### src/hdl/lavm_pkg.sv
// ----------------------------------------------------------------------------
// lavm_pkg
// shared types and constants of the look-at view matrix generator
// ----------------------------------------------------------------------------
package lavm_pkg;

  localparam int FRAC_BITS_DEF   = 16;
  localparam int COORD_WIDTH_DEF = 32;
  localparam int QUEUE_DEPTH     = 2;

  // configuration register indexes
  localparam logic [1:0] REG_UP_X = 2'd0;
  localparam logic [1:0] REG_UP_Y = 2'd1;
  localparam logic [1:0] REG_UP_Z = 2'd2;

  localparam logic [1:0] ROW_LAST = 2'd3;

  typedef enum logic [2:0] {
    N_IDLE,
    N_SCALE,
    N_SQUARE,
    N_ROOT,
    N_DIV_LOAD,
    N_DIVIDE
  } norm_state_t;

  typedef enum logic [3:0] {
    B_IDLE,
    B_NORM_UP,
    B_NORM_FWD,
    B_CROSS_R,
    B_NORM_R,
    B_CROSS_U,
    B_NORM_U,
    B_TRANS,
    B_PUSH
  } back_state_t;

  typedef struct packed {
    logic done;
    logic zero;
  } norm_stat_t;

  typedef struct packed {
    logic full;
    logic empty;
  } fifo_stat_t;

endpackage

### src/hdl/lavm_fifo.sv
// ----------------------------------------------------------------------------
// lavm_fifo
// short register queue between the front and back parts
// ----------------------------------------------------------------------------
module lavm_fifo #(
  parameter int W     = 195,
  parameter int DEPTH = lavm_pkg::QUEUE_DEPTH
) (
  input  logic                  clk,
  input  logic                  rst_n,
  input  logic                  push,
  input  logic [W-1:0]          din,
  input  logic                  pop,
  output logic [W-1:0]          dout,
  output lavm_pkg::fifo_stat_t  stat
);

  localparam int PTR_W = (DEPTH > 1) ? $clog2(DEPTH) : 1;
  localparam int CNT_W = $clog2(DEPTH + 1);

  logic [W-1:0]     mem_r [DEPTH];
  logic [PTR_W-1:0] wr_ptr_r;
  logic [PTR_W-1:0] rd_ptr_r;
  logic [CNT_W-1:0] count_r;

  always_ff @(posedge clk) begin
    if (!rst_n) begin
      wr_ptr_r <= '0;
      rd_ptr_r <= '0;
      count_r  <= '0;
    end else begin
      if (push) wr_ptr_r <= (wr_ptr_r == PTR_W'(DEPTH - 1)) ? '0 : wr_ptr_r + 1'b1;
      if (pop)  rd_ptr_r <= (rd_ptr_r == PTR_W'(DEPTH - 1)) ? '0 : rd_ptr_r + 1'b1;
      if (push && !pop)      count_r <= count_r + 1'b1;
      else if (pop && !push) count_r <= count_r - 1'b1;
    end
  end

  always_ff @(posedge clk) begin
    if (push) mem_r[wr_ptr_r] <= din;
  end

  assign dout       = mem_r[rd_ptr_r];
  assign stat.full  = (count_r == CNT_W'(DEPTH));
  assign stat.empty = (count_r == '0);

endmodule

### config.mk
export PLATFORM = sky130hd
export DESIGN_NAME = lavm_fifo
export DESIGN_NICKNAME = d
export VERILOG_FILES = /design/src/hdl/lavm_pkg.sv /design/src/hdl/lavm_fifo.sv
export SDC_FILE = /design/constraint.sdc
export NUM_CORES = 1
export LEC_CHECK = 0
export BUFFER_PORTS_ARGS = -buffer_cell sky130_fd_sc_hd__buf_4
export CORE_UTILIZATION = 55
export DETAILED_ROUTE_END_ITERATION = 8
export GPL_TIMING_DRIVEN = 0
export PLACE_DENSITY = 0.83
export SLEW_MARGIN = 40
export SYNTH_ARGS = -nofsm -noshare
export SYNTH_HDL_FRONTEND = slang
export SYNTH_SLANG_ARGS = --single-unit
### constraint.sdc
create_clock -name clk -period 29.8 [get_ports clk]
set_input_delay 0 -clock clk [delete_from_list [all_inputs] [get_ports clk]]
set_output_delay 0 -clock clk [all_outputs]
set_load 0.02 [all_outputs]
==> results of run 1 <==
cell usage after synthesis:
cell	count
or3_1	1
nor2_1	1
nor2b_1	3
mux2_2	45
o21a_1	1
mux2_4	150
a21boi_0	1
and2_1	4
o21ai_0	1
buf_6	18
xnor2_1	1
inv_1	1
xor2_1	2
buf_2	4
edfxtp_1	390
ha_1	1
dfxtp_1	5
worst max-delay path by stage:
stage,startpoint,end,slack (ps),cells after the start
3_3_place_gp,wr_ptr_r,wr_ptr_r,15440,2
4_1_cts,wr_ptr_r,mem_r[1][72],27760,4
2_1_floorplan,wr_ptr_r,wr_ptr_r,20120,2
5_1_grt,wr_ptr_r,mem_r[1][71],27650,4
6_report,wr_ptr_r,mem_r[1][72],27730,4
3_5_place_dp,wr_ptr_r,mem_r[1][91],27790,4
power by group through the flow:
stage / Combinational (mW) / Sequential (mW) / Clock, mW
finish: 0.226 / 0.651 / 0.501
global route: 0.234 / 0.653 / 0.528
floorplan: 0.110 / 0.667 / 0
global placement: 0.187 / 0.671 / 0
CTS: 0.221 / 0.650 / 0.496
detailed placement: 0.198 / 0.662 / 0
layout make-up:
cell class / count / area share
Clock inverter: 18 / 0.009528
Buffer: 22 / 0.01016
Antenna cell: 4 / 0.0004564
Inverter: 1 / 0.0001712
Sequential cell: 395 / 0.5386
Clock buffer: 50 / 0.04878
Multi-Input combinational cell: 211 / 0.1314
Tap cell: 335 / 0.01911
Timing Repair Buffer: 610 / 0.2418
registers in the layout, indices dropped and copies added (netlist names), named ones only:
register / flops
count_r: 2
mem_r: 390
rd_ptr_r: 1
wr_ptr_r: 1
per-stage QoR:
| stage | instances | total power, mW | hold WS [ps] | cell area, sq um | util |
|---|---|---|---|---|---|
| 2_1_floorplan | 629 | 0.7767 | 98.87 | 14910 | - |
| 3_3_place_gp | 1359 | 0.8583 | 184.7 | 18290 | 0.6942 |
| 3_5_place_dp | 1376 | 0.8594 | 187.6 | 18660 | 0.7080 |
| 4_1_cts | 1642 | 1.368 | 195.7 | 21920 | 0.8317 |
| 5_1_grt | 1646 | 1.416 | 194.0 | 21930 | 0.8321 |
| 6_report | 1646 | 1.378 | 211.3 | 21930 | 0.8321 |
worst reg2reg max path, cell delays in order (launching register included):
cell	delay, ps
dfxtp_1	420
and2_4	480
buf_12	280
buf_12	270
buf_12	270
logic make-up after synthesis:
group / Yosys count
DFF: 395
muxes: 195
buffers and inverters: 23
and+or+nand+nor: 9
AOI/OAI and AO/OA: 3
xor gates and xnor gates: 3
adders and majority gates: 1
layer usage:
metal	vias to the layer above	routed length, um	track usage
li1	3816	-	-
met1	4356	12820	0.2860
met2	381	21790	0.5391
met3	88	2369	0.05703
met4	0	1533	0.1176
met5	-	0	0
cells in the final DEF (no fill, tap or decap):
master,n
buf_4,395
edfxtp_1,390
dlygate4sd3_1,198
mux2_4,150
mux2_2,45
clkbuf_16,41
buf_6,18
clkbuf_1,8
clkinv_1,7
buf_8,6
buf_16,6
dfxtp_1,5
clkinv_2,5
bufinv_16,5
buf_12,5
diode_2,4
buf_2,4
and2_1,3
nor2b_1,2
xor2_1,2
nor2_1,1
inv_1,1
and2_4,1
nor2b_4,1
xnor2_1,1
o21a_1,1
o21ai_0,1
or3_1,1
a21boi_0,1
ha_1,1
clkbuf_8,1
clkinvlp_4,1
==> flow_metrics.tcl, run 1 <==
set metrics [dict create \
    placementRows 59 \
    p_int_mw 1.058 \
    rr_worst_depth 4 \
    ff_latch_area_sq_um 11810 \
    synthXorXnorAreaFrac 0.001762 \
    hp-start "din[8]" \
    slew_viol_final 0 \
    cts-resized-gates 0 \
    routed-via-count 8641 \
    holdPathStages 2 \
    synth-simple-area-share 0.003609 \
    core-area_sq_um 26350 \
    syn_avg_cell_area_sq_um 23.70 \
    dpl_worst_slack_ps 27790 \
    grt_pass1_vias 9697 \
    syn_to_final_growth_pct 47.09 \
    antenna_found_initial 4 \
    reg2reg_from "wr_ptr_r" \
    swShare 0.2327 \
    post-cts-setup-buffers 0 \
    pin_count 396 \
    path_delay_family "buffers and inverters" \
    multi_input_area_sq_um 2882 \
    path_buf_inv 3 \
    cts.hold.buffers_added 198 \
    route.detailed.drc 0 \
    die_x_um 166.6 \
    period_share 0.06937 \
    status "complete, no violations" \
    crit_chain "and2_4, buf_12, buf_12, buf_12" \
    vias_per_cell 5.250 \
    final_layout_size_suffix_gt1_frac 0.5233 \
    synth_top_area_cell "edfxtp_1" \
    fin_skew_ps 10.82 \
    synth.area.mux_share 0.1850 \
    initial_utilization 0.5657 \
    n_fill_cell 1156 \
    regToRegEndpoint "mem_r[1][72]" \
    clk_latency_ps 520 \
    track_usage 0.2774 \
    synth_top_family_by_area "multiplexers" \
    ant_nets 0 \
    min_path_type "input pin to flip-flop" \
    drv_cap 0 \
    p_per_area_nw_per_um2 62.86 \
    cts_buffers 41 \
    fin_ws_ps 27730 \
    required_ps 29990 \
    cp-end-kind "flip-flop" \
    synth_area_sq_um 14910 \
    combPwrFrac 0.164 \
    grt_pass1_wl_um 57120 \
    period_needed_ps 2067 \
    synthCells 629 \
    synth_compound_area_frac 0.001343 \
    cpPeakStageDelay_ps 480 \
    setup_viol 0 \
    clockPowerShare 0.364 \
    ir_drop_mv 0.06403 \
    worstHoldEndpoint "mem_r[0][8]" \
    nNetsFinal 1482 \
    synthTopCellsByArea "edfxtp_1, mux2_4, mux2_2, buf_6, dfxtp_1" \
    htree_levels 2 \
    clk_path_buf_depth 3 \
    yosysSeqAreaShare 0.7922 \
    rsz0062_at_grt "no" \
    overflow 0 \
    wl_um 38510 \
    die_h_um 166.6 \
    p_switching_mw 0.3208 \
    avgRoutedWirePerCell_um 23.40 \
    worstSetupStartpointType "flip-flop" \
    worst_pin_slew_ps 463.5 \
    numClockSinks 395 \
    r2r_slack_ps 27730 \
    worstSetupPathType "flip-flop to flip-flop" \
    cp_slowest_cell "and2_4" \
    fin_tns_setup_ps 0 \
    hold_viol_final 0 \
    slew_headroom 0.6910 \
    yosys_warnings 0 \
    critPathArrivalTime_ps 2260 \
    root_buffer "clkbuf_16" \
    fp.dieArea_sq_um 27770 \
    ys_types 17 \
    p_seq_frac 0.473 \
    drt_iter0_markers 580 \
    grt_max_degree 39 \
    cts.reportedPaths.clkPinSlew_ps 60 \
    yosysTopAreaCellShare 0.7855 \
    port_buffers 395 \
    synth_seq_cells 395 \
    cp_common_cell "buf_12" \
    gp_congestion 0.7820 \
    crit_fanout 37 \
    max_freq_ghz 0.4838 \
    cts_tree "built" \
    drtPass1Iterations 5 \
    synth_adder_area_share 0.0008392 \
    leakagePower_nw 8.691 \
    syn_nets 829 \
    hpwl_um 22110 \
]
(Power assumes the default switching activity.)
==> run 2, diff against run 1 <==
- ABC_AREA: default -> 1
- CORE_UTILIZATION: 55 -> 53
- PLACE_DENSITY: 0.83 -> 0.8
- clock period: 29.8 -> 2.1 ns (I/O delays scaled with it)
==> flow_metrics.tcl, run 2 <==
set metrics [dict create \
    status "complete, no violations" \
    rsz0062_at_grt "no" \
    wl_um 37570 \
    cts_buffers 41 \
    synthTopCellsByArea "edfxtp_1, mux2_4, mux2_2, buf_6, dfxtp_1" \
    regMostFlops "mem_r" \
    hold_viol_final 0 \
    grt_pass1_vias 9491 \
    power_mw 18.91 \
    max_freq_ghz 0.5326 \
    synth_top_area_cell "edfxtp_1" \
    initial_utilization 0.5385 \
    yosysTopAreaCellShare 0.7849 \
    cts.reportedPaths.clkPinSlew_ps 60 \
    hp-start "din[142]" \
    overflow 0 \
    crit_fanout 10 \
    dpl_worst_slack_ps 0.7073 \
    ys_types 14 \
    syn_avg_cell_area_sq_um 23.24 \
    fin_ws_ps 222.3 \
    syn_nets 842 \
    synth_seq_cells 395 \
    synth_most_common_cell "edfxtp_1" \
    numClockSinks 395 \
    htree_levels 2 \
    setup_viol 0 \
    die_h_um 169.8 \
    fin_skew_ps 13.11 \
    finalNonFillerCells 1710 \
    yosysSeqAreaShare 0.7916 \
    ant_nets 0 \
    multi_input_area_sq_um 2867 \
    slew_viol_final 0 \
    worstHoldEndpoint "mem_r[1][142]" \
    core-area_sq_um 27710 \
    reg2reg_from "wr_ptr_r" \
    mostFrequentLayoutCells "buf_4, edfxtp_1, dlygate4sd3_1" \
    die_x_um 169.8 \
    ff_latch_area_sq_um 11810 \
    p_per_area_nw_per_um2 855.9 \
    avgRoutedWirePerCell_um 21.97 \
    clk_path_buf_depth 3 \
    port_buffers 395 \
    gp_congestion 0.7385 \
    worstSetupPathType "flip-flop to output port" \
    cts_tree "built" \
    synthCells 642 \
    synth_area_sq_um 14920 \
    mostFrequentLayoutCell "buf_4" \
    critPathArrivalTime_ps 1880 \
    period_needed_ps 1878 \
    final_layout_size_suffix_gt1_frac 0.5154 \
    period_share 0.8941 \
    routed-via-count 8660 \
    worstSetupStartpointType "flip-flop" \
    synth_commonest_cells "edfxtp_1, mux2_4, mux2_2" \
    min_path_type "input pin to flip-flop" \
    grt_pass1_wl_um 54660 \
    worst_pin_slew_ps 463.8 \
    reg.largest.list "mem_r x390, count_r x2" \
    drv_cap 0 \
    fp.dieArea_sq_um 28830 \
    required_ps 2100 \
    drtPass1Iterations 5 \
    placementRows 61 \
    slew_headroom 0.6900 \
    nNetsFinal 1502 \
    clk_latency_ps 530 \
    synth_edf_count 390 \
    leakagePower_nw 8.761 \
    async_flop_share 0 \
    ir_drop_mv 0.7627 \
    yosys_warnings 0 \
    holdPathStages 2 \
    rr_worst_depth 7 \
    antenna_found_initial 1 \
    cp-end-kind "output port" \
    synth_ff_type "edfxtp_1" \
    grt_max_degree 24 \
    cts-resized-gates 0 \
    largest_reg_flops 390 \
    root_buffer "clkbuf_16" \
    dp.cells 1436 \
    track_usage 0.2574 \
    r2r_slack_ps 230 \
    vias_per_cell 5.064 \
    route.detailed.drc 0 \
    hpwl_um 22050 \
    final_util 0.7974 \
    syn_to_final_growth_pct 48.07 \
    n_fill_cell 1354 \
    pin_count 396 \
    drt_iter0_markers 589 \
    regToRegEndpoint "mem_r[1][66]" \
]
## run 2: cell count changes in the layout (fill, tap and decap cells not counted), sizes merged, moves of 2 or more
cell / delta
clkbuf: +5
nor2b: -3
dlygate4sd3: +2
nor2: +8
clkinv: +2
nand2: +8
bufinv: -4
buf: +5
inv: +7
diode: -3
and2: -4
xor2: -2
## run 2: metal layers
layer,vias to the layer above,global-route usage,part of all wire
li1,3873,-,-
met1,4344,0.2679,0.34
met2,357,0.4948,0.56
met3,86,0.05690,0.063
met4,0,0.1050,0.039
met5,-,0,0
## run 2: worst max path at each step
stage	slack, ps	depth (start not counted)	endpoint	startpoint
final	220	5	dout[126]	flip-flop
after global routing	140	5	dout[126]	flip-flop
after CTS	170	5	dout[88]	flip-flop
after detailed placement	0.7	7	mem_r[1][63]	wr_ptr_r
after global placement	-3290	2	mem_r[1][65]	wr_ptr_r
after floorplan	-1600	2	mem_r[1][0]	wr_ptr_r
## run 2: area by class of cell
| class | count | area share |
|---|---|---|
| Buffer | 22 | 0.01008 |
| Inverter | 8 | 0.001529 |
| Clock inverter | 17 | 0.004757 |
| Tap cell | 378 | 0.02141 |
| Timing Repair Buffer | 617 | 0.2469 |
| Multi-Input combinational cell | 217 | 0.1298 |
| Antenna cell | 1 | 0.0001133 |
| Clock buffer | 55 | 0.05075 |
| Sequential cell | 395 | 0.5347 |
## run 2: cell families (layout without fill, tap and decap cells)
logic type,count (synthesis),count (layout),share of synthesized area
mux,195,195,0.1849
compound gates,2,2,0.0006702
fa+ha+maj,1,1,0.0008384
flops,395,395,0.7916
buf+inv,30,719,0.01694
simple gates,19,19,0.005031
other cells,0,1,0
## run 2: report_power, final
| group | total, mW | internal (mW) | switching, mW |
|---|---|---|---|
| logic | 2.92 | 1.55 | 1.37 |
| clock network | 6.73 | 3.86 | 2.87 |
| registers | 9.26 | 9.14 | 0.122 |
## run 2: repair_timing
item,in CTS,in global routing
hold endpoints to repair,405,0
hold buffers,200,0
endpoints found under the setup margin,7,0
setup buffers,1,0
## run 2: metrics by stage
stage / hold WS, ps / instance area (sq um) / setup TNS [ps]
finish: 205.8 / 22090 / 0
global route: 194.4 / 22090 / 0
CTS: 186.5 / 22090 / 0
detailed placement: 187.5 / 18850 / 0
global placement: 184.8 / 18370 / -1225940
floorplan: 98.87 / 14940 / -607040
## run 2: worst max-delay path, stage by stage, from the launching register on
cell     delay, ps
dfxtp_1        320
buf_6          120
buf_6          200
buf_6          220
mux2_4         330
buf_4          160
==> run 3, diff against run 2 <==
- CORE_UTILIZATION: 53 -> 51
- PLACE_DENSITY: 0.8 -> 0.78
- SLEW_MARGIN: 40 -> default
==> flow_metrics.tcl, run 3 (synthesis results as in run 2) <==
set metrics [dict create \
    status "complete, no violations" \
    root_buffer "clkbuf_16" \
    pin_count 396 \
    clk_path_buf_depth 3 \
    worstSetupPathType "flip-flop to flip-flop" \
    n_fill_cell 1516 \
    worstSetupStartpointType "flip-flop" \
    grt_pass1_wl_um 53100 \
    critPathArrivalTime_ps 2160 \
    holdWs_ps 200.4 \
    largest_reg_flops 390 \
    placementRows 62 \
    worstHoldEndpoint "mem_r[1][74]" \
    period_share 0.9327 \
    clk_latency_ps 520 \
    wl_um 35800 \
    fin_skew_ps 12.87 \
    cts_buffers 41 \
    drt_iter0_markers 451 \
    rr_worst_depth 5 \
    required_ps 2310 \
    reg2reg_from "wr_ptr_r" \
    setup_viol 0 \
    min_path_type "input pin to flip-flop" \
    holdPathStages 2 \
    cpPeakStageDelay_ps 340 \
    routed-via-count 8538 \
    vias_per_cell 4.967 \
    cp_slowest_cell "dfxtp_2" \
    slew_headroom 0.5609 \
    htree_levels 2 \
    drtPass1Iterations 6 \
    path_buf_inv 4 \
    max_freq_ghz 0.5105 \
    numClockSinks 395 \
    track_usage 0.2353 \
    die_x_um 173.0 \
    reg.largest.list "mem_r x390, count_r x2" \
    crit_fanout 30 \
    route.detailed.drc 0 \
    drv_cap 0 \
    mostFrequentLayoutCells "buf_4, edfxtp_1, dlygate4sd3_1" \
    core-area_sq_um 28780 \
    crit_chain "nor2_4, buf_12, buf_12, buf_12, buf_12" \
    ir_drop_mv 0.8735 \
    die_h_um 173.0 \
    path_delay_family "buffers and inverters" \
    power_mw 19.05 \
    regToRegEndpoint "mem_r[0][143]" \
    rsz0062_at_grt "no" \
    hp-start "din[74]" \
    grt_max_degree 36 \
    ant_nets 0 \
    finalNonFillerCells 1719 \
    hold_viol_final 0 \
    slew_viol_final 0 \
    cts.reportedPaths.clkPinSlew_ps 60 \
    antenna_found_initial 8 \
    hpwl_um 21410 \
    cp-end-kind "flip-flop" \
    syn_to_final_growth_pct 47.26 \
    worst_pin_slew_ps 655.1 \
    regMostFlops "mem_r" \
    cts_tree "built" \
    cp_common_cell "buf_12" \
    port_buffers 395 \
    fp.dieArea_sq_um 29940 \
    leakagePower_nw 8.699 \
    avgRoutedWirePerCell_um 20.83 \
    gp_congestion 0.7442 \
    final_layout_size_suffix_gt1_frac 0.5154 \
    period_needed_ps 1959 \
    p_per_area_nw_per_um2 867.2 \
    grt_pass1_vias 9359 \
    nNetsFinal 1495 \
    dp.cells 1434 \
    mostFrequentLayoutCell "buf_4" \
    r2r_slack_ps 140 \
    initial_utilization 0.5184 \
    overflow 0 \
]
-- run 3: worst max path at each step --
stage | to | cells past startpoint | from | slack (ps)
CTS | mem_r[0][155] | 5 | wr_ptr_r | 130
global placement | mem_r[1][151] | 2 | wr_ptr_r | -3340
detailed placement | mem_r[1][158] | 5 | wr_ptr_r | -10
global route | mem_r[0][155] | 5 | wr_ptr_r | 60
finish | mem_r[0][143] | 5 | wr_ptr_r | 140
floorplan | mem_r[1][0] | 2 | wr_ptr_r | -1600
-- run 3: final cells by class --
type                       count  area [sq um]  area share
clock inverter                26         195.2    0.008883
sequential                   395         11810      0.5376
inverter                       8         33.78    0.001537
buffer                        22         222.7     0.01014
timing repair buffer         609          5238      0.2384
timing repair inverter         1         5.005   0.0002278
tap                          384         480.5     0.02187
multi-input combinational    217          2867      0.1305
antenna                        8         20.02   0.0009111
clock buffer                  49          1099     0.05000
-- run 3: layer usage --
layer | wire length, um | global-route usage
met2 | 19450 | 0.4387
met5 | 0 | 0
met3 | 2091 | 0.05673
met4 | 1647 | 0.1239
met1 | 12610 | 0.2430
-- run 3: worst register-to-register path: stages, from the launching register on --
cell and delay [ps]:
dfxtp_2 340, nor2_4 340, buf_12 270, buf_12 230
buf_12 220, buf_12 230
-- run 3: report_power, final --
group	internal, mW	leakage, nW	switching, mW
Clock	4.09	0.627	2.87
Sequential	9.14	3.70	0.116
Combinational	1.50	4.37	1.34
Total	14.7	8.70	4.33
-- run 3: what timing repair did --
action | CTS | global route
endpoints found under the setup margin | 30 | 0
hold buffers | 201 | 0
endpoints found under the hold margin | 402 | 0
resized for setup | 0 | 0
setup buffers | 0 | 0
-- run 3: stage by stage --
step,utilization,setup TNS (ps),area (sq um),worst slack (ps)
4_1_cts,0.7628,0,21950,126.8
6_report,0.7635,0,21970,141.2
2_1_floorplan,-,-607040,14940,-1600
5_1_grt,0.7635,0,21970,56.28
3_5_place_dp,0.6477,-246.7,18640,-9.886
3_3_place_gp,0.6387,-1245500,18380,-3338
